`config.mk`:
```
export PLATFORM = sky130hd
export DESIGN_NAME = ttcb_seq_flat
export DESIGN_NICKNAME = d
export VERILOG_FILES = /design/src/sv/ttcb_pkg.sv /design/src/sv/ttcb_if.sv /design/src/sv/ttcb_seq.sv /design/src/flat_wrapper.sv
export SDC_FILE = /design/constraint.sdc
export NUM_CORES = 1
export LEC_CHECK = 0
export BUFFER_PORTS_ARGS = -buffer_cell sky130_fd_sc_hd__buf_4
export CAP_MARGIN = 10
export CORE_MARGIN = 4
export CORE_UTILIZATION = 45
export CTS_CLUSTER_SIZE = 8
export DETAILED_ROUTE_END_ITERATION = 8
export PLACE_DENSITY = 0.79
export RECOVER_POWER = 50
export REMOVE_ABC_BUFFERS = 1
export SYNTH_ARGS = -nofsm -noshare
export SYNTH_HDL_FRONTEND = slang
export SYNTH_SLANG_ARGS = --single-unit
```
`constraint.sdc`:
```
create_clock -name clock -period 3.8 [get_ports clock]
set_input_delay 0.38 -clock clock [delete_from_list [all_inputs] [get_ports clock]]
set_output_delay 0.38 -clock clock [all_outputs]
set_load 0.02 [all_outputs]
```
`src/sv/ttcb_pkg.sv`:
```
// ----------------------------------------------------------------------------
// ttcb_pkg: shared types and constants of the terminal cell buffer
// operation codes, character codes, field widths and sequencer states
// ----------------------------------------------------------------------------
`default_nettype none

package ttcb_pkg;

   // build-time defaults of the store geometry
   localparam int MAX_COLS_DEF = 128;
   localparam int MAX_ROWS_DEF = 64;

   // fixed field widths
   localparam int CHAR_W     = 8;
   localparam int COL_W      = 8;
   localparam int TROW_W     = 7;
   localparam int OUT_ROW_W  = 6;
   localparam int CFG_COLS_W = 8;
   localparam int CFG_ROWS_W = 7;
   localparam int CSR_DATA_W = 8;
   localparam int CSR_IDX_W  = 1;

   // register indexes
   localparam logic [CSR_IDX_W-1:0] CSR_ACTIVE_COLS = 1'b0;
   localparam logic [CSR_IDX_W-1:0] CSR_ACTIVE_ROWS = 1'b1;

   // register reset values
   localparam logic [CFG_COLS_W-1:0] ACTIVE_COLS_RST = 8'd80;
   localparam logic [CFG_ROWS_W-1:0] ACTIVE_ROWS_RST = 7'd30;

   // character codes
   localparam logic [CHAR_W-1:0] SPACE_CODE   = 8'h20;
   localparam logic [CHAR_W-1:0] NEWLINE_CODE = 8'h0a;
   localparam logic [CHAR_W-1:0] NUL_CODE     = 8'h00;

   typedef enum logic [1:0] {
      OP_PUT   = 2'd0,
      OP_SET   = 2'd1,
      OP_CLEAR = 2'd2,
      OP_READ  = 2'd3
   } op_type;

   typedef enum logic [3:0] {
      ST_INIT,
      ST_IDLE,
      ST_EXEC,
      ST_SCROLL_RD,
      ST_SCROLL_WR,
      ST_BLANK,
      ST_PUT,
      ST_CLEAR,
      ST_FINISH
   } seq_state_type;

endpackage

`default_nettype wire

```
`src/sv/ttcb_if.sv`:
```
// ----------------------------------------------------------------------------
// ttcb_if: request and response channels of the terminal cell buffer
// valid/ready channels carrying one operation and one result
// ----------------------------------------------------------------------------
`default_nettype none

interface ttcb_req_if import ttcb_pkg::*; ();
   logic                 valid;
   logic                 ready;
   op_type               operation;
   logic [CHAR_W-1:0]    char_code;
   logic [COL_W-1:0]     target_col;
   logic [TROW_W-1:0]    target_row;

   modport source (output valid, operation, char_code, target_col, target_row,
                   input ready);
   modport sink   (input valid, operation, char_code, target_col, target_row,
                   output ready);
endinterface

interface ttcb_rsp_if import ttcb_pkg::*; ();
   logic                 valid;
   logic                 ready;
   logic [COL_W-1:0]     cur_col;
   logic [OUT_ROW_W-1:0] cur_row;
   logic [CHAR_W-1:0]    cell_value;
   logic                 scrolled;

   modport source (output valid, cur_col, cur_row, cell_value, scrolled,
                   input ready);
   modport sink   (input valid, cur_col, cur_row, cell_value, scrolled,
                   output ready);
endinterface

`default_nettype wire

```
`src/sv/ttcb_seq.sv`:
```
// ----------------------------------------------------------------------------
// ttcb_seq: operation sequencer of the terminal cell buffer
// cursor, scroll and clear sweeps over the cell memory, result register
// ----------------------------------------------------------------------------
`default_nettype none

module ttcb_seq import ttcb_pkg::*; #(
   parameter int MAX_COLS = MAX_COLS_DEF,
   parameter int MAX_ROWS = MAX_ROWS_DEF,
   parameter int DEPTH    = MAX_COLS * MAX_ROWS,
   parameter int ADDR_W   = $clog2(DEPTH),
   parameter int CIDX_W   = $clog2(MAX_COLS),
   parameter int ROW_W    = $clog2(MAX_ROWS)
) (
   input  wire logic              clock,
   input  wire logic              reset,
   input  wire logic [CIDX_W:0]   eff_cols,
   input  wire logic [ROW_W:0]    eff_rows,
   ttcb_req_if.sink               req,
   ttcb_rsp_if.source             rsp,
   output      logic              mem_we,
   output      logic [ADDR_W-1:0] mem_waddr,
   output      logic [CHAR_W-1:0] mem_wdata,
   output      logic              mem_re,
   output      logic [ADDR_W-1:0] mem_raddr,
   input  wire logic [CHAR_W-1:0] mem_rdata
);

   localparam logic [ADDR_W-1:0] LAST_ADDR = ADDR_W'(DEPTH - 1);
   localparam logic [ADDR_W-1:0] ROW_STEP  = ADDR_W'(MAX_COLS);

   seq_state_type        state_ff, state_in;
   op_type               op_ff, op_in;
   logic [CHAR_W-1:0]    char_ff, char_in;
   logic [COL_W-1:0]     tcol_ff, tcol_in;
   logic [TROW_W-1:0]    trow_ff, trow_in;
   logic [COL_W-1:0]     cursor_col_ff, cursor_col_in;
   logic [ROW_W-1:0]     cursor_row_ff, cursor_row_in;
   logic [CIDX_W-1:0]    scan_col_ff, scan_col_in;
   logic [ROW_W-1:0]     scan_row_ff, scan_row_in;
   logic [ADDR_W-1:0]    base_ff, base_in;
   logic [ADDR_W-1:0]    clr_ff, clr_in;
   logic                 put_pend_ff, put_pend_in;
   logic                 scrolled_ff, scrolled_in;
   logic                 rsp_valid_ff, rsp_valid_in;
   logic [COL_W-1:0]     rsp_col_ff;
   logic [OUT_ROW_W-1:0] rsp_row_ff;
   logic [CHAR_W-1:0]    rsp_value_ff;
   logic                 rsp_scrolled_ff;

   logic                 out_free;
   logic                 load_out;
   logic                 finish;
   logic [ROW_W:0]       row_inc;
   logic                 row_over;
   logic [ROW_W-1:0]     last_row;
   logic                 in_area;
   logic                 last_col;
   logic                 last_copy_row;
   logic [COL_W-1:0]     tgt_col;
   logic [TROW_W-1:0]    tgt_row;
   logic [ADDR_W-1:0]    cur_addr;
   logic [ADDR_W-1:0]    tgt_addr;
   logic [ROW_W:0]       rows_less1;

   function automatic logic [ADDR_W-1:0] cell_addr(input logic [ROW_W-1:0]  r,
                                                   input logic [CIDX_W-1:0] c);
      return ADDR_W'(r) * ROW_STEP + ADDR_W'(c);
   endfunction

   always_ff @(posedge clock) begin
      if (reset) begin
         state_ff      <= ST_INIT;
         cursor_col_ff <= '0;
         cursor_row_ff <= '0;
         clr_ff        <= '0;
         put_pend_ff   <= 1'b0;
         scrolled_ff   <= 1'b0;
         rsp_valid_ff  <= 1'b0;
      end else begin
         state_ff      <= state_in;
         cursor_col_ff <= cursor_col_in;
         cursor_row_ff <= cursor_row_in;
         clr_ff        <= clr_in;
         put_pend_ff   <= put_pend_in;
         scrolled_ff   <= scrolled_in;
         rsp_valid_ff  <= rsp_valid_in;
      end
   end

   always_ff @(posedge clock) begin
      op_ff       <= op_in;
      char_ff     <= char_in;
      tcol_ff     <= tcol_in;
      trow_ff     <= trow_in;
      scan_col_ff <= scan_col_in;
      scan_row_ff <= scan_row_in;
      base_ff     <= base_in;
      if (load_out) begin
         rsp_col_ff      <= cursor_col_in;
         rsp_row_ff      <= OUT_ROW_W'(cursor_row_in);
         rsp_value_ff    <= (op_ff == OP_READ) ? mem_rdata : NUL_CODE;
         rsp_scrolled_ff <= scrolled_in;
      end
   end

   // shared address and compare terms
   always_comb begin
      row_inc       = {1'b0, cursor_row_ff} + 1'b1;
      row_over      = (row_inc >= eff_rows);
      rows_less1    = eff_rows - 1'b1;
      last_row      = rows_less1[ROW_W-1:0];
      in_area       = ({1'b0, cursor_row_ff} < eff_rows) && (cursor_col_ff < eff_cols);
      last_col      = (({1'b0, scan_col_ff} + 1'b1) == eff_cols);
      last_copy_row = (({1'b0, scan_row_ff} + 2'd2) == eff_rows);
      tgt_col       = (tcol_ff < eff_cols) ? tcol_ff : '0;
      tgt_row       = (trow_ff < eff_rows) ? trow_ff : '0;
      cur_addr      = cell_addr(cursor_row_ff, cursor_col_ff[CIDX_W-1:0]);
      tgt_addr      = cell_addr(tgt_row[ROW_W-1:0], tgt_col[CIDX_W-1:0]);
   end

   always_comb begin
      state_in      = state_ff;
      op_in         = op_ff;
      char_in       = char_ff;
      tcol_in       = tcol_ff;
      trow_in       = trow_ff;
      cursor_col_in = cursor_col_ff;
      cursor_row_in = cursor_row_ff;
      scan_col_in   = scan_col_ff;
      scan_row_in   = scan_row_ff;
      base_in       = base_ff;
      clr_in        = clr_ff;
      put_pend_in   = put_pend_ff;
      scrolled_in   = scrolled_ff;
      finish        = 1'b0;
      mem_we        = 1'b0;
      mem_waddr     = cur_addr;
      mem_wdata     = SPACE_CODE;
      mem_re        = 1'b0;
      mem_raddr     = tgt_addr;
      out_free      = !rsp_valid_ff || rsp.ready;

      case (state_ff)
         ST_INIT: begin
            mem_we    = 1'b1;
            mem_waddr = clr_ff;
            clr_in    = clr_ff + 1'b1;
            if (clr_ff == LAST_ADDR) begin
               state_in = ST_IDLE;
            end
         end
         ST_IDLE: begin
            if (req.valid) begin
               op_in       = req.operation;
               char_in     = req.char_code;
               tcol_in     = req.target_col;
               trow_in     = req.target_row;
               scrolled_in = 1'b0;
               put_pend_in = 1'b0;
               state_in    = ST_EXEC;
            end
         end
         ST_EXEC: begin
            case (op_ff)
               OP_PUT: begin
                  if (char_ff == NUL_CODE) begin
                     finish = 1'b1;
                  end else if (char_ff == NEWLINE_CODE || cursor_col_ff >= eff_cols) begin
                     cursor_col_in = '0;
                     if (row_over) begin
                        cursor_row_in = last_row;
                        scrolled_in   = 1'b1;
                        put_pend_in   = (char_ff != NEWLINE_CODE);
                        scan_col_in   = '0;
                        scan_row_in   = '0;
                        base_in       = '0;
                        // a single row has nothing to copy
                        state_in      = (eff_rows == 1) ? ST_BLANK : ST_SCROLL_RD;
                     end else begin
                        cursor_row_in = row_inc[ROW_W-1:0];
                        if (char_ff == NEWLINE_CODE) begin
                           finish = 1'b1;
                        end else begin
                           state_in = ST_PUT;
                        end
                     end
                  end else begin
                     mem_we        = ({1'b0, cursor_row_ff} < eff_rows);
                     mem_wdata     = char_ff;
                     cursor_col_in = cursor_col_ff + 1'b1;
                     finish        = 1'b1;
                  end
               end
               OP_SET: begin
                  cursor_col_in = tgt_col;
                  cursor_row_in = tgt_row[ROW_W-1:0];
                  finish        = 1'b1;
               end
               OP_CLEAR: begin
                  cursor_col_in = '0;
                  cursor_row_in = '0;
                  clr_in        = '0;
                  state_in      = ST_CLEAR;
               end
               OP_READ: begin
                  mem_re   = 1'b1;
                  state_in = ST_FINISH;
               end
               default: begin
                  finish = 1'b1;
               end
            endcase
         end
         ST_SCROLL_RD: begin
            mem_re    = 1'b1;
            mem_raddr = base_ff + ROW_STEP + ADDR_W'(scan_col_ff);
            state_in  = ST_SCROLL_WR;
         end
         ST_SCROLL_WR: begin
            mem_we    = 1'b1;
            mem_waddr = base_ff + ADDR_W'(scan_col_ff);
            mem_wdata = mem_rdata;
            state_in  = ST_SCROLL_RD;
            if (last_col) begin
               scan_col_in = '0;
               base_in     = base_ff + ROW_STEP;
               if (last_copy_row) begin
                  state_in = ST_BLANK;
               end else begin
                  scan_row_in = scan_row_ff + 1'b1;
               end
            end else begin
               scan_col_in = scan_col_ff + 1'b1;
            end
         end
         ST_BLANK: begin
            mem_we    = 1'b1;
            mem_waddr = base_ff + ADDR_W'(scan_col_ff);
            if (last_col) begin
               scan_col_in = '0;
               if (put_pend_ff) begin
                  state_in = ST_PUT;
               end else begin
                  finish = 1'b1;
               end
            end else begin
               scan_col_in = scan_col_ff + 1'b1;
            end
         end
         ST_PUT: begin
            mem_we        = in_area;
            mem_wdata     = char_ff;
            cursor_col_in = cursor_col_ff + 1'b1;
            finish        = 1'b1;
         end
         ST_CLEAR: begin
            mem_we    = 1'b1;
            mem_waddr = clr_ff;
            clr_in    = clr_ff + 1'b1;
            if (clr_ff == LAST_ADDR) begin
               finish = 1'b1;
            end
         end
         ST_FINISH: begin
            finish = 1'b1;
         end
         default: begin
            state_in = ST_IDLE;
         end
      endcase

      // hand the result over, or hold it in the finish state
      load_out = finish && out_free;
      if (finish) begin
         state_in = out_free ? ST_IDLE : ST_FINISH;
      end

      if (load_out) begin
         rsp_valid_in = 1'b1;
      end else if (rsp.ready) begin
         rsp_valid_in = 1'b0;
      end else begin
         rsp_valid_in = rsp_valid_ff;
      end
   end

   assign req.ready      = (state_ff == ST_IDLE);
   assign rsp.valid      = rsp_valid_ff;
   assign rsp.cur_col    = rsp_col_ff;
   assign rsp.cur_row    = rsp_row_ff;
   assign rsp.cell_value = rsp_value_ff;
   assign rsp.scrolled   = rsp_scrolled_ff;

`ifndef NO_ASSERTIONS
   a_no_result_in_init: assert property (@(posedge clock) disable iff (reset)
      (state_ff == ST_INIT) |-> !rsp_valid_ff)
      else $error("result raised during the initial clearing pass");

   a_transfer_starts_exec: assert property (@(posedge clock) disable iff (reset)
      (req.valid && req.ready) |=> (state_ff == ST_EXEC))
      else $error("accepted request did not start execution");

   a_copy_after_read: assert property (@(posedge clock) disable iff (reset)
      (state_ff == ST_SCROLL_WR) |-> ($past(state_ff) == ST_SCROLL_RD))
      else $error("scroll copy without a preceding read");

   a_scroll_flag_held: assert property (@(posedge clock) disable iff (reset)
      (state_ff == ST_SCROLL_RD || state_ff == ST_BLANK) |-> scrolled_ff)
      else $error("scroll pass without the scrolled flag");
`endif

endmodule

`default_nettype wire

```
`src/flat_wrapper.sv`:
```
// flat-port wrapper written by rule: the top's interface ports become plain ports
module ttcb_seq_flat import ttcb_pkg::*;
#(
   parameter int MAX_COLS = MAX_COLS_DEF,
   parameter int MAX_ROWS = MAX_ROWS_DEF,
   parameter int DEPTH    = MAX_COLS * MAX_ROWS,
   parameter int ADDR_W   = $clog2(DEPTH),
   parameter int CIDX_W   = $clog2(MAX_COLS),
   parameter int ROW_W    = $clog2(MAX_ROWS)
)
  (clock, reset, eff_cols, eff_rows, mem_we, mem_waddr, mem_wdata, mem_re, mem_raddr, mem_rdata, req_valid, req_operation, req_char_code, req_target_col, req_target_row, req_ready, rsp_valid, rsp_cur_col, rsp_cur_row, rsp_cell_value, rsp_scrolled, rsp_ready);
  ttcb_req_if req_i ();
  ttcb_rsp_if rsp_i ();
  input  wire logic clock;
  input  wire logic reset;
  input  wire logic [CIDX_W:0] eff_cols;
  input  wire logic [ROW_W:0] eff_rows;
  output      logic mem_we;
  output      logic [ADDR_W-1:0] mem_waddr;
  output      logic [CHAR_W-1:0] mem_wdata;
  output      logic mem_re;
  output      logic [ADDR_W-1:0] mem_raddr;
  input  wire logic [CHAR_W-1:0] mem_rdata;
  input wire logic [$bits(req_i.valid)-1:0] req_valid;
  input wire logic [$bits(req_i.operation)-1:0] req_operation;
  input wire logic [$bits(req_i.char_code)-1:0] req_char_code;
  input wire logic [$bits(req_i.target_col)-1:0] req_target_col;
  input wire logic [$bits(req_i.target_row)-1:0] req_target_row;
  output wire logic [$bits(req_i.ready)-1:0] req_ready;
  output wire logic [$bits(rsp_i.valid)-1:0] rsp_valid;
  output wire logic [$bits(rsp_i.cur_col)-1:0] rsp_cur_col;
  output wire logic [$bits(rsp_i.cur_row)-1:0] rsp_cur_row;
  output wire logic [$bits(rsp_i.cell_value)-1:0] rsp_cell_value;
  output wire logic [$bits(rsp_i.scrolled)-1:0] rsp_scrolled;
  input wire logic [$bits(rsp_i.ready)-1:0] rsp_ready;
  assign req_i.valid = req_valid;
  assign req_i.operation = req_operation;
  assign req_i.char_code = req_char_code;
  assign req_i.target_col = req_target_col;
  assign req_i.target_row = req_target_row;
  assign req_ready = req_i.ready;
  assign rsp_valid = rsp_i.valid;
  assign rsp_cur_col = rsp_i.cur_col;
  assign rsp_cur_row = rsp_i.cur_row;
  assign rsp_cell_value = rsp_i.cell_value;
  assign rsp_scrolled = rsp_i.scrolled;
  assign rsp_i.ready = rsp_ready;
  ttcb_seq #(.MAX_COLS(MAX_COLS), .MAX_ROWS(MAX_ROWS), .DEPTH(DEPTH), .ADDR_W(ADDR_W), .CIDX_W(CIDX_W), .ROW_W(ROW_W)) u_core (.clock(clock), .reset(reset), .eff_cols(eff_cols), .eff_rows(eff_rows), .req(req_i), .rsp(rsp_i), .mem_we(mem_we), .mem_waddr(mem_waddr), .mem_wdata(mem_wdata), .mem_re(mem_re), .mem_raddr(mem_raddr), .mem_rdata(mem_rdata));
endmodule
```
==> metrics, run 1 <==
Slew HR=0.303; Worst Hold End=u_core.op_ff[1]; layout cells sized above 1=0.162; Worst R2R Path Depth=7; CTS tree=done; die width=roughly 130 µm; Die Footprint=~17000 µm²; Clk pwr share=0.245; Rows=between 40 and 50; Sequential Power Share=0.403; Worst-Skew Late Latency=0.36 ns; Post-DRT Antenna Nets=0; FF-to-FF End=u_core.scan_row_ff[3]; startpoint types=register; Unique masters post-synth=75; hpwl dp=15.0 mm; NetSw=1310 µW; most frequent cell after synthesis=nand2_1; Worst Path Required=3.42 ns; type of the most critical hold path=input pin to register; Initial DRC Count=675; Hold Fails Final Rpt=0; largest net degree at the start of global routing=37; ys async rst share=0; Post-synth EDFFs=67; core area=14600 µm²; post-cts sizing count=0; max-cap violation count=0; main flop type after synthesis=edfxtp_1; Final Wtd Congestion=roughly 0.94; WL/cell=18.6 µm; Power per Cell Area=between 400 and 500 nW/µm²; sequential area share after synthesis=0.397; Mapped Area=between 6000 and 7000 µm²; Synth area leaders=edfxtp_1, dfxtp_1, ha_1; Post-Syn Instances=750; routed wl met3=between 1.5 and 2 mm; clock sinks=101; metal2 WL=8.88 mm; Worst Max-Slew Pin Slew=roughly 1.0 ns; Worst IR Drop VDD=approximately 0.24 mV; vias post-DR=slightly above 6000; setup_tns=0 ns; drt drc=0; io pins=113; first-pass GRT wire length=30.4 mm; setup bufs post-CTS=0; First-pass DRT Iterations=6; RSZ-0062 raised after global routing=false; top routing layer in use=met4; port bufs=about 110; clock tree root driver cell=clkbuf_16; Starting Density=0.463; wl on met1=8.27 mm; hold path start=req_operation[1]; syn_area_per_cell=9.04 µm²; Leak Pwr=0.00318 µW; Final min period=about 3.3 ns; # diodes=0; initial antenna violation count=0; Synth warnings=0; # setup viols final=0; top post-synthesis cells by count=nand2_1, edfxtp_1, nor2_1; Avg Vias per Cell=5.96; area share of the largest cell type after synthesis=0.297; fmax=299 MHz; vias in the first global route=5906; H-tree levels=3; clk slew on worst S/H paths=0.07 ns; Min-Delay Path Depth=1; Chip Height=131 µm; Pwr Total=around 3500 µW; Worst setup EP type=primary output; gr ovfl total=0; CTS max path bufs=2; Pint=approximately 2200 µW; nets@finish=roughly 950; worst path arrival time=2.96 ns; Sw Share=0.375; Critical R2R Launch=u_core.scan_col_ff[0]; Worst Setup Path Type=register to primary output; clock skew=0.0120 ns; area delta synth->final=17.4%; Yosys top cell by area=edfxtp_1; status=completed; GRT Resource Usage Total=0.229; Final Cell Area=7960 µm²; crit share post-route=0.880; FF+latch count, synth=101; WL final=19.4 mm; hold buffers post-CTS=0; CTS buffer count=9; setup slack, reg-to-reg=0.52 ns; Max Fanout on Critical Path=20; combinational share of power=0.352; Placed Area=7800 µm²; count of pins over their slew limit=0
==> logic make-up after synthesis <==
logic type / share of synthesized area
AO/OA/AOI/OAI: 0.187
XOR/XNOR: 0.0574
adder cells (fa/ha/maj): 0.0886
buffers and inverters: 0.0378
flip-flops: 0.397
multiplexers: 0.00498
AND/OR/NAND/NOR: 0.227
==> state kept, by name (all words and copies together), names as in the netlist, 2 cells and up <==
signal	cells
u_core.clr_ff	13
u_core.char_ff	8
u_core.cursor_col_ff	8
u_core.rsp.cell_value	8
u_core.rsp.cur_col	8
u_core.tcol_ff	8
u_core.scan_col_ff	7
u_core.trow_ff	7
u_core.base_ff	6
u_core.cursor_row_ff	6
u_core.rsp.cur_row	6
u_core.scan_row_ff	6
u_core.state_ff	4
u_core.op_ff	2
==> critical path: stages (launching register included) <==
cell and delay [ns]:
dfxtp_1 0.43, clkbuf_1 0.68, inv_1 0.35, nand3_1 0.65, nand2_1 0.13, o22ai_1 0.17
buf_4 0.19
==> how the worst max path moves through the flow <==
stage	startpoint	endpoint	slack, ns	depth (start not counted)
floorplan	u_core.cursor_row_ff[0]	u_core.rsp.cell_value[0]	0.25	11
global placement	u_core.scan_col_ff[0]	u_core.scan_row_ff[1]	0.68	7
detailed placement	u_core.scan_col_ff[0]	u_core.scan_row_ff[5]	0.52	7
CTS	u_core.scan_col_ff[0]	u_core.scan_row_ff[3]	0.53	7
global route	u_core.state_ff[2]	mem_raddr[7]	0.21	6
finish	u_core.state_ff[2]	mem_raddr[7]	0.46	6
==> layer usage <==
| layer | GRT usage | vias to the layer above |
|---|---|---|
| met2 | 0.358 | 303 |
| met5 | 0 | - |
| met4 | 0.101 | 0 |
| li1 | - | 2981 |
| met1 | 0.314 | 2874 |
| met3 | 0.0370 | 51 |
==> power groups by stage <==
stage / Combinational, µW / Sequential [µW] / Clock (µW)
4_1_cts: 1250 / 1400 / 874
3_5_place_dp: 1240 / 1430 / 0
5_1_grt: 1350 / 1420 / 914
6_report: 1230 / 1410 / 858
2_1_floorplan: 745 / 1430 / 0
3_3_place_gp: 1220 / 1430 / 0
==> placed cells by master, fill, tap and decap left out, types with 10 or more instances in the layout <==
cell type,n
a211oi_1,11
a21oi_1,42
a22oi_1,11
a31oi_1,10
and3_1,13
buf_4,71
clkbuf_1,29
clkbuf_4,25
dfxtp_1,34
edfxtp_1,67
ha_1,48
inv_1,30
nand2_1,98
nand3_1,43
nand4_1,15
nor2_1,61
nor2b_1,11
o21ai_0,31
xnor2_1,26
xor2_1,14
==> stage by stage <==
step | cells | hold slack [ns] | util | setup WS, ns
5_1_grt | 1041 | 0.210 | 0.544 | 0.211
4_1_cts | 1041 | 0.183 | 0.551 | 0.531
3_3_place_gp | 1025 | 0.484 | 0.533 | 0.675
2_1_floorplan | 718 | 0.449 | - | 0.250
3_5_place_dp | 1025 | 0.500 | 0.533 | 0.517
6_report | 1041 | 0.210 | 0.544 | 0.455
==> cell type report <==
cell class | instances | area, µm²
repair buffers | 123 | 822
fillers | 1357 | 6680
inverters | 31 | 116
flip-flops and latches | 101 | 2690
clock inverters | 5 | 35.0
well taps | 184 | 230
clock buffers | 11 | 233
multi-input cells | 586 | 3830
(Power assumes the default switching activity.)
==> inputs of run 2 (changes only) <==
--- a/config.mk
+++ b/config.mk
@@ -7,6 +7,7 @@
 export LEC_CHECK = 0
 export BUFFER_PORTS_ARGS = -buffer_cell sky130_fd_sc_hd__buf_4
 export CAP_MARGIN = 10
+export CORE_ASPECT_RATIO = 1.75
 export CORE_MARGIN = 4
 export CORE_UTILIZATION = 45
 export CTS_CLUSTER_SIZE = 8
==> metrics, run 2 (synthesis results as in run 1) <==
Rows=59 (was 44); Starting Density=0.457 (was 0.463); Hold Fails Final Rpt=0 (unchanged); type of the most critical hold path=input pin to register (unchanged); Pwr Total=3580 µW (was 3500 µW); core area=14800 µm² (was 14600 µm²); FF-to-FF End=u_core.cursor_col_ff[7] (was u_core.scan_row_ff[3]); crit share post-route=0.847 (was 0.880); GRT Resource Usage Total=0.244 (was 0.229); Worst Path Required=3.42 ns (about the same); max-cap violation count=0 (unchanged); WL/cell=20.1 µm (was 18.6 µm); RSZ-0062 raised after global routing=false (unchanged); vias in the first global route=6197 (was 5906); routing usage on met2=0.443 (was 0.358); layout cells sized above 1=0.172 (was 0.162); Worst IR Drop VDD=0.239 mV (was 0.245 mV); # diodes=0 (unchanged); Power per Cell Area=445 nW/µm² (was 439 nW/µm²); Worst-Skew Late Latency=0.36 ns (about the same); drt drc=0 (unchanged); Final min period=3.22 ns (was 3.34 ns); hold path start=req_operation[0] (was req_operation[1]); setup bufs post-CTS=0 (unchanged); area delta synth->final=18.7% (was 17.4%); Worst setup EP type=primary output (unchanged); H-tree levels=3 (unchanged); hpwl dp=16.5 mm (was 15.0 mm); fmax=311 MHz (was 299 MHz); setup slack, reg-to-reg=0.61 ns (was 0.52 ns); CTS tree=done (unchanged); Avg Vias per Cell=6.01 (was 5.96); CTS max path bufs=2 (unchanged); Multi-input gate area=3830 µm² (about the same); io pins=113 (unchanged); setup_tns=0 ns (unchanged); most frequent cells in the layout=nand2_1, buf_4, edfxtp_1 (unchanged); post-cts sizing count=0 (unchanged); # setup viols final=0 (unchanged); First-pass DRT Iterations=5 (was 6); Chip Height=170 µm (was 131 µm); max reg flops=13 (unchanged); count of pins over their slew limit=0 (unchanged); first-pass GRT wire length=32.3 mm (was 30.4 mm); largest register by flop count=u_core.clr_ff (unchanged); Worst Hold End=u_core.op_ff[0] (was u_core.op_ff[1]); largest net degree at the start of global routing=37 (unchanged); Max Fanout on Critical Path=8 (was 20); Die Footprint=17200 µm² (was 17100 µm²); clk slew on worst S/H paths=0.08 ns (was 0.07 ns); Slew HR=0.100 (was 0.303); met1 Usage GRT=0.256 (was 0.314); Leak Pwr=0.00324 µW (was 0.00318 µW); Final Wtd Congestion=0.981 (was 0.940); worst path arrival time=2.84 ns (was 2.96 ns); Critical R2R Launch=u_core.tcol_ff[5] (was u_core.scan_col_ff[0]); initial antenna violation count=0 (unchanged); nets@finish=960 (was 952); Post-DRT Antenna Nets=0 (unchanged); CTS buffer count=9 (unchanged); hold buffers post-CTS=0 (unchanged); met3 GRT Util=0.0283 (was 0.0370); clock sinks=101 (unchanged); Min-Delay Path Depth=1 (unchanged); FILL cells=1363 (was 1357); Worst R2R Path Depth=7 (unchanged); Worst Max-Slew Pin Slew=1.35 ns (was 1.04 ns); vias post-DR=6296 (was 6209); sequential cell area=2690 µm² (unchanged); gr ovfl total=0 (unchanged); port bufs=112 (unchanged); Top Usage Layer GRT=met2 (unchanged); die width=101 µm (was 131 µm); most common cell after layout, fill and taps aside=nand2_1 (unchanged); worst hold slack=0.217 ns (was 0.210 ns); startpoint types=register (unchanged); status=completed (unchanged); clock skew=0.0103 ns (was 0.0120 ns); Initial DRC Count=613 (was 675); Finished Core Util=0.542 (was 0.544); Worst Setup Path Type=register to primary output (unchanged); WL final=21.1 mm (was 19.4 mm); clock tree root driver cell=clkbuf_16 (unchanged)
-- run 2: cell types whose count changed in the layout (fill, tap and decap cells not counted), sizes merged --
cell,previous run,this run
buf,71,79
clkbuf,63,61
clkinv,2,4
clkinvlp,3,2
inv,31,32
-- run 2: power by group --
part | internal, µW | leakage, µW | switching (µW)
Combinational | 457 | 0.00220 | 785
Clock | 462 | 0.000138 | 455
Sequential | 1290 | 0.000902 | 129
-- run 2: layout make-up --
class | instances | share of cell area
Clock inverter | 7 | 0.00886
Multi-Input combinational cell | 586 | 0.476
Inverter | 31 | 0.0145
Clock buffer | 9 | 0.0280
Timing Repair Buffer | 131 | 0.110
Sequential cell | 101 | 0.335
Tap cell | 183 | 0.0285
-- run 2: metal layers --
| metal | up-vias | part of all wire |
|---|---|---|
| met2 | 267 | 0.53 |
| li1 | 2992 | - |
| met5 | - | 0 |
| met1 | 2942 | 0.35 |
| met3 | 95 | 0.053 |
| met4 | 0 | 0.071 |
-- run 2: worst max path at each step --
stage / startpoint / end / slack, ns / cells past startpoint
after global routing: u_core.tcol_ff[5] / u_core.cursor_col_ff[7] / 0.48 / 7
after global placement: u_core.scan_col_ff[0] / u_core.rsp.cur_col[3] / 0.79 / 9
final: u_core.tcol_ff[5] / mem_raddr[6] / 0.58 / 8
after floorplan: u_core.cursor_row_ff[0] / u_core.rsp.cell_value[0] / 0.25 / 11
after detailed placement: u_core.scan_col_ff[0] / u_core.rsp.cur_col[3] / 0.73 / 9
after CTS: u_core.tcol_ff[5] / mem_raddr[6] / 0.65 / 8
-- run 2: critical path, stage by stage, from the launching register on --
cell and delay, ns:
edfxtp_1 0.52, ha_1 0.36, a21o_1 0.19, a21o_1 0.17, a21o_1 0.20, a21oi_1 0.60, nand3_1 0.13, o21ai_0 0.12
buf_4 0.20
-- run 2: through the flow --
stage / setup slack (ns) / cells / area, µm²
3_3_place_gp: 0.791 / 1032 / 7860
2_1_floorplan: 0.250 / 718 / 6640
4_1_cts: 0.648 / 1048 / 8160
3_5_place_dp: 0.734 / 1032 / 7860
6_report: 0.582 / 1048 / 8050
5_1_grt: 0.483 / 1048 / 8050
==> inputs of run 3 (changes only) <==
--- a/config.mk
+++ b/config.mk
@@ -5,6 +5,7 @@
 export SDC_FILE = /design/constraint.sdc
 export NUM_CORES = 1
 export LEC_CHECK = 0
+export ABC_AREA = 1
 export BUFFER_PORTS_ARGS = -buffer_cell sky130_fd_sc_hd__buf_4
 export CAP_MARGIN = 10
 export CORE_ASPECT_RATIO = 1.75
@@ -12,7 +13,7 @@
 export CORE_UTILIZATION = 45
 export CTS_CLUSTER_SIZE = 8
 export DETAILED_ROUTE_END_ITERATION = 8
-export PLACE_DENSITY = 0.79
+export PLACE_DENSITY = 0.76
 export RECOVER_POWER = 50
 export REMOVE_ABC_BUFFERS = 1
 export SYNTH_ARGS = -nofsm -noshare
==> constraint.sdc (replaced) <==
create_clock -name clock -period 3.05 [get_ports clock]
set_input_delay 0.305 -clock clock [delete_from_list [all_inputs] [get_ports clock]]
set_output_delay 0.305 -clock clock [all_outputs]
set_load 0.02 [all_outputs]
==> metrics, run 3 <==
Unique masters post-synth=48 (was 75); # setup viols final=0 (unchanged); WL final=20.8 mm (was 21.1 mm); die width=102 µm (was 101 µm); startpoint types=register (unchanged); Die Footprint=17500 µm² (was 17200 µm²); Hold Fails Final Rpt=0 (unchanged); Worst IR Drop VDD=0.386 mV (was 0.239 mV); sequential area share after synthesis=0.388 (was 0.397); port bufs=112 (unchanged); count of pins over their slew limit=0 (unchanged); Pwr Total=6640 µW (was 3580 µW); CTS tree=done (unchanged); Rows=59 (unchanged); Synth warnings=0 (unchanged); layout cells sized above 1=0.142 (was 0.172); Power per Cell Area=799 nW/µm² (was 445 nW/µm²); syn_area_per_cell=7.56 µm² (was 9.04 µm²); initial antenna violation count=0 (unchanged); Clk pwr share=0.180 (was 0.256); clock sinks=101 (unchanged); Yosys top cell by area=edfxtp_1 (unchanged); first-pass GRT wire length=32.5 mm (was 32.3 mm); Slew HR=0.335 (was 0.100); worst hold slack=0.147 ns (was 0.217 ns); most frequent cell after synthesis=nand2_1 (unchanged); core area=15000 µm² (was 14800 µm²); gr ovfl total=0 (unchanged); Worst setup EP type=register (was primary output); top post-synthesis cells by count=nand2_1, inv_1, nor2_1 (was nand2_1, edfxtp_1, nor2_1); Synth area leaders=edfxtp_1, nand2_1, dfxtp_1 (was edfxtp_1, dfxtp_1, ha_1); type of the most critical hold path=input pin to register (unchanged); Max Fanout on Critical Path=19 (was 8); FF+latch count, synth=101 (unchanged); most common cell after layout, fill and taps aside=nand2_1 (unchanged); Critical R2R Launch=u_core.state_ff[1] (was u_core.tcol_ff[5]); # diodes=0 (unchanged); CTS max path bufs=2 (unchanged); hold path start=req_target_row[2] (was req_operation[0]); Worst Setup Path Type=register to register (was register to primary output); io pins=113 (unchanged); Worst-Skew Late Latency=0.35 ns (was 0.36 ns); Sequential Power Share=0.333 (was 0.397); Final min period=2.88 ns; combinational share of power=0.487 (was 0.347); clk slew on worst S/H paths=0.08 ns (about the same); hpwl dp=16.8 mm (was 16.5 mm); clock skew=0.00690 ns (was 0.0103 ns); Worst Max-Slew Pin Slew=0.994 ns (was 1.35 ns); Mapped Area=6940 µm² (was 6780 µm²); Starting Density=0.463 (was 0.457); largest register by flop count=u_core.clr_ff (unchanged); WL/cell=16.9 µm (was 20.1 µm); Post-synth EDFFs=67 (unchanged); hold buffers post-CTS=0 (unchanged); CTS buffer count=9 (unchanged); Avg Vias per Cell=5.55 (was 6.01); Worst Path Required=3.09 ns (was 3.42 ns); fmax=347 MHz; worst path arrival time=2.92 ns (was 2.84 ns); Pint=3660 µW (was 2210 µW); area delta synth->final=19.8% (was 18.7%); Chip Height=172 µm (was 170 µm); ys async rst share=0 (unchanged); area share of the largest cell type after synthesis=0.290 (was 0.297); Sw Share=0.449 (was 0.382); most frequent cells in the layout=nand2_1, inv_1, nor2_1 (was nand2_1, buf_4, edfxtp_1); Leak Pwr=0.00391 µW (was 0.00324 µW); NetSw=2980 µW (was 1370 µW); nets@finish=1143 (was 960); max-cap violation count=0 (unchanged); vias in the first global route=6751 (was 6197); Critical Path Source=u_core.state_ff[1] (was u_core.tcol_ff[5]); Post-DRT Antenna Nets=0 (unchanged); drt drc=0 (unchanged); H-tree levels=3 (unchanged); largest net degree at the start of global routing=29 (was 37); status=completed (unchanged); crit share post-route=0.944; vias post-DR=6827 (was 6296); GRT Resource Usage Total=0.239 (was 0.244); main flop type after synthesis=edfxtp_1 (unchanged); Final Wtd Congestion=0.978 (was 0.981); Initial DRC Count=466 (was 613); max reg flops=13 (unchanged); clock tree root driver cell=clkbuf_16 (unchanged); FILL cells=1452 (was 1363); Post-Syn Instances=918 (was 750); First-pass DRT Iterations=5 (unchanged)
## run 3: power groups by stage
stage | registers [µW] | clock network [µW] | logic [µW]
floorplan | 2250 | 0 | 1950
detailed placement | 2240 | 0 | 3270
CTS | 2210 | 1210 | 3290
global route | 2250 | 1260 | 3560
finish | 2210 | 1200 | 3230
global placement | 2230 | 0 | 3220
## run 3: logic make-up after synthesis
group           Yosys count  share of synthesized area
compound gates          168                      0.145
xor+xnor                 25                     0.0316
fa+ha+maj                48                     0.0866
buf+inv                 169                     0.0942
flops                   101                      0.388
mux                       2                    0.00325
simple gates            405                      0.251
## run 3: cell type report
| class | count | area, µm² | share of cell area |
|---|---|---|---|
| clock buffer | 9 | 225 | 0.0271 |
| clock inverter | 7 | 81.3 | 0.00979 |
| inverter | 148 | 557 | 0.0670 |
| multi-input combinational | 648 | 3600 | 0.433 |
| sequential | 101 | 2700 | 0.324 |
| tap | 183 | 229 | 0.0276 |
| timing repair buffer | 135 | 922 | 0.111 |
## run 3: worst paths after layout
| kind | end | slack [ns] | cells past startpoint |
|---|---|---|---|
| worst max-delay path | u_core.op_ff[0] | 0.17 | 7 |
| worst min-delay path | u_core.trow_ff[2] | 0.15 | 1 |
| worst max register to register | u_core.op_ff[0] | 0.17 | 7 |
| worst min register to register | u_core.put_pend_ff | 0.52 | 2 |
## run 3: metal layers
layer | part of all wire | routed length (µm) | GRT usage
met1 | 0.34 | 7140 | 0.244
met3 | 0.057 | 1190 | 0.0266
met5 | 0 | 0 | 0
met2 | 0.54 | 11200 | 0.454
met4 | 0.060 | 1250 | 0.144
## run 3: repair_timing
item / 4_1_cts / 5_1_grt
gates resized for setup: 0 / 6
endpoints found under the setup margin: 0 / 49
setup buffers: 0 / 1
## run 3: critical path, stage by stage (launching register included)
cell        delay (ns)
dfxtp_1           0.44
inv_1             0.12
nor3_4            0.18
nand2_4           0.21
clkinvlp_2        0.26
o21ai_0           0.17
nor2_1            0.79
clkbuf_2          0.38
## run 3: through the flow
stage / std cells / instance area, µm² / util / TNS (ns) / setup slack [ns]
floorplan: 897 / 6840 / - / 0 / 0.125
detailed placement: 1214 / 8090 / 0.540 / 0 / 0.178
finish: 1231 / 8310 / 0.554 / 0 / 0.170
global placement: 1214 / 8090 / 0.540 / 0 / 0.262
global route: 1231 / 8310 / 0.554 / -0.00692 / -0.00213
CTS: 1230 / 8400 / 0.560 / 0 / 0.142
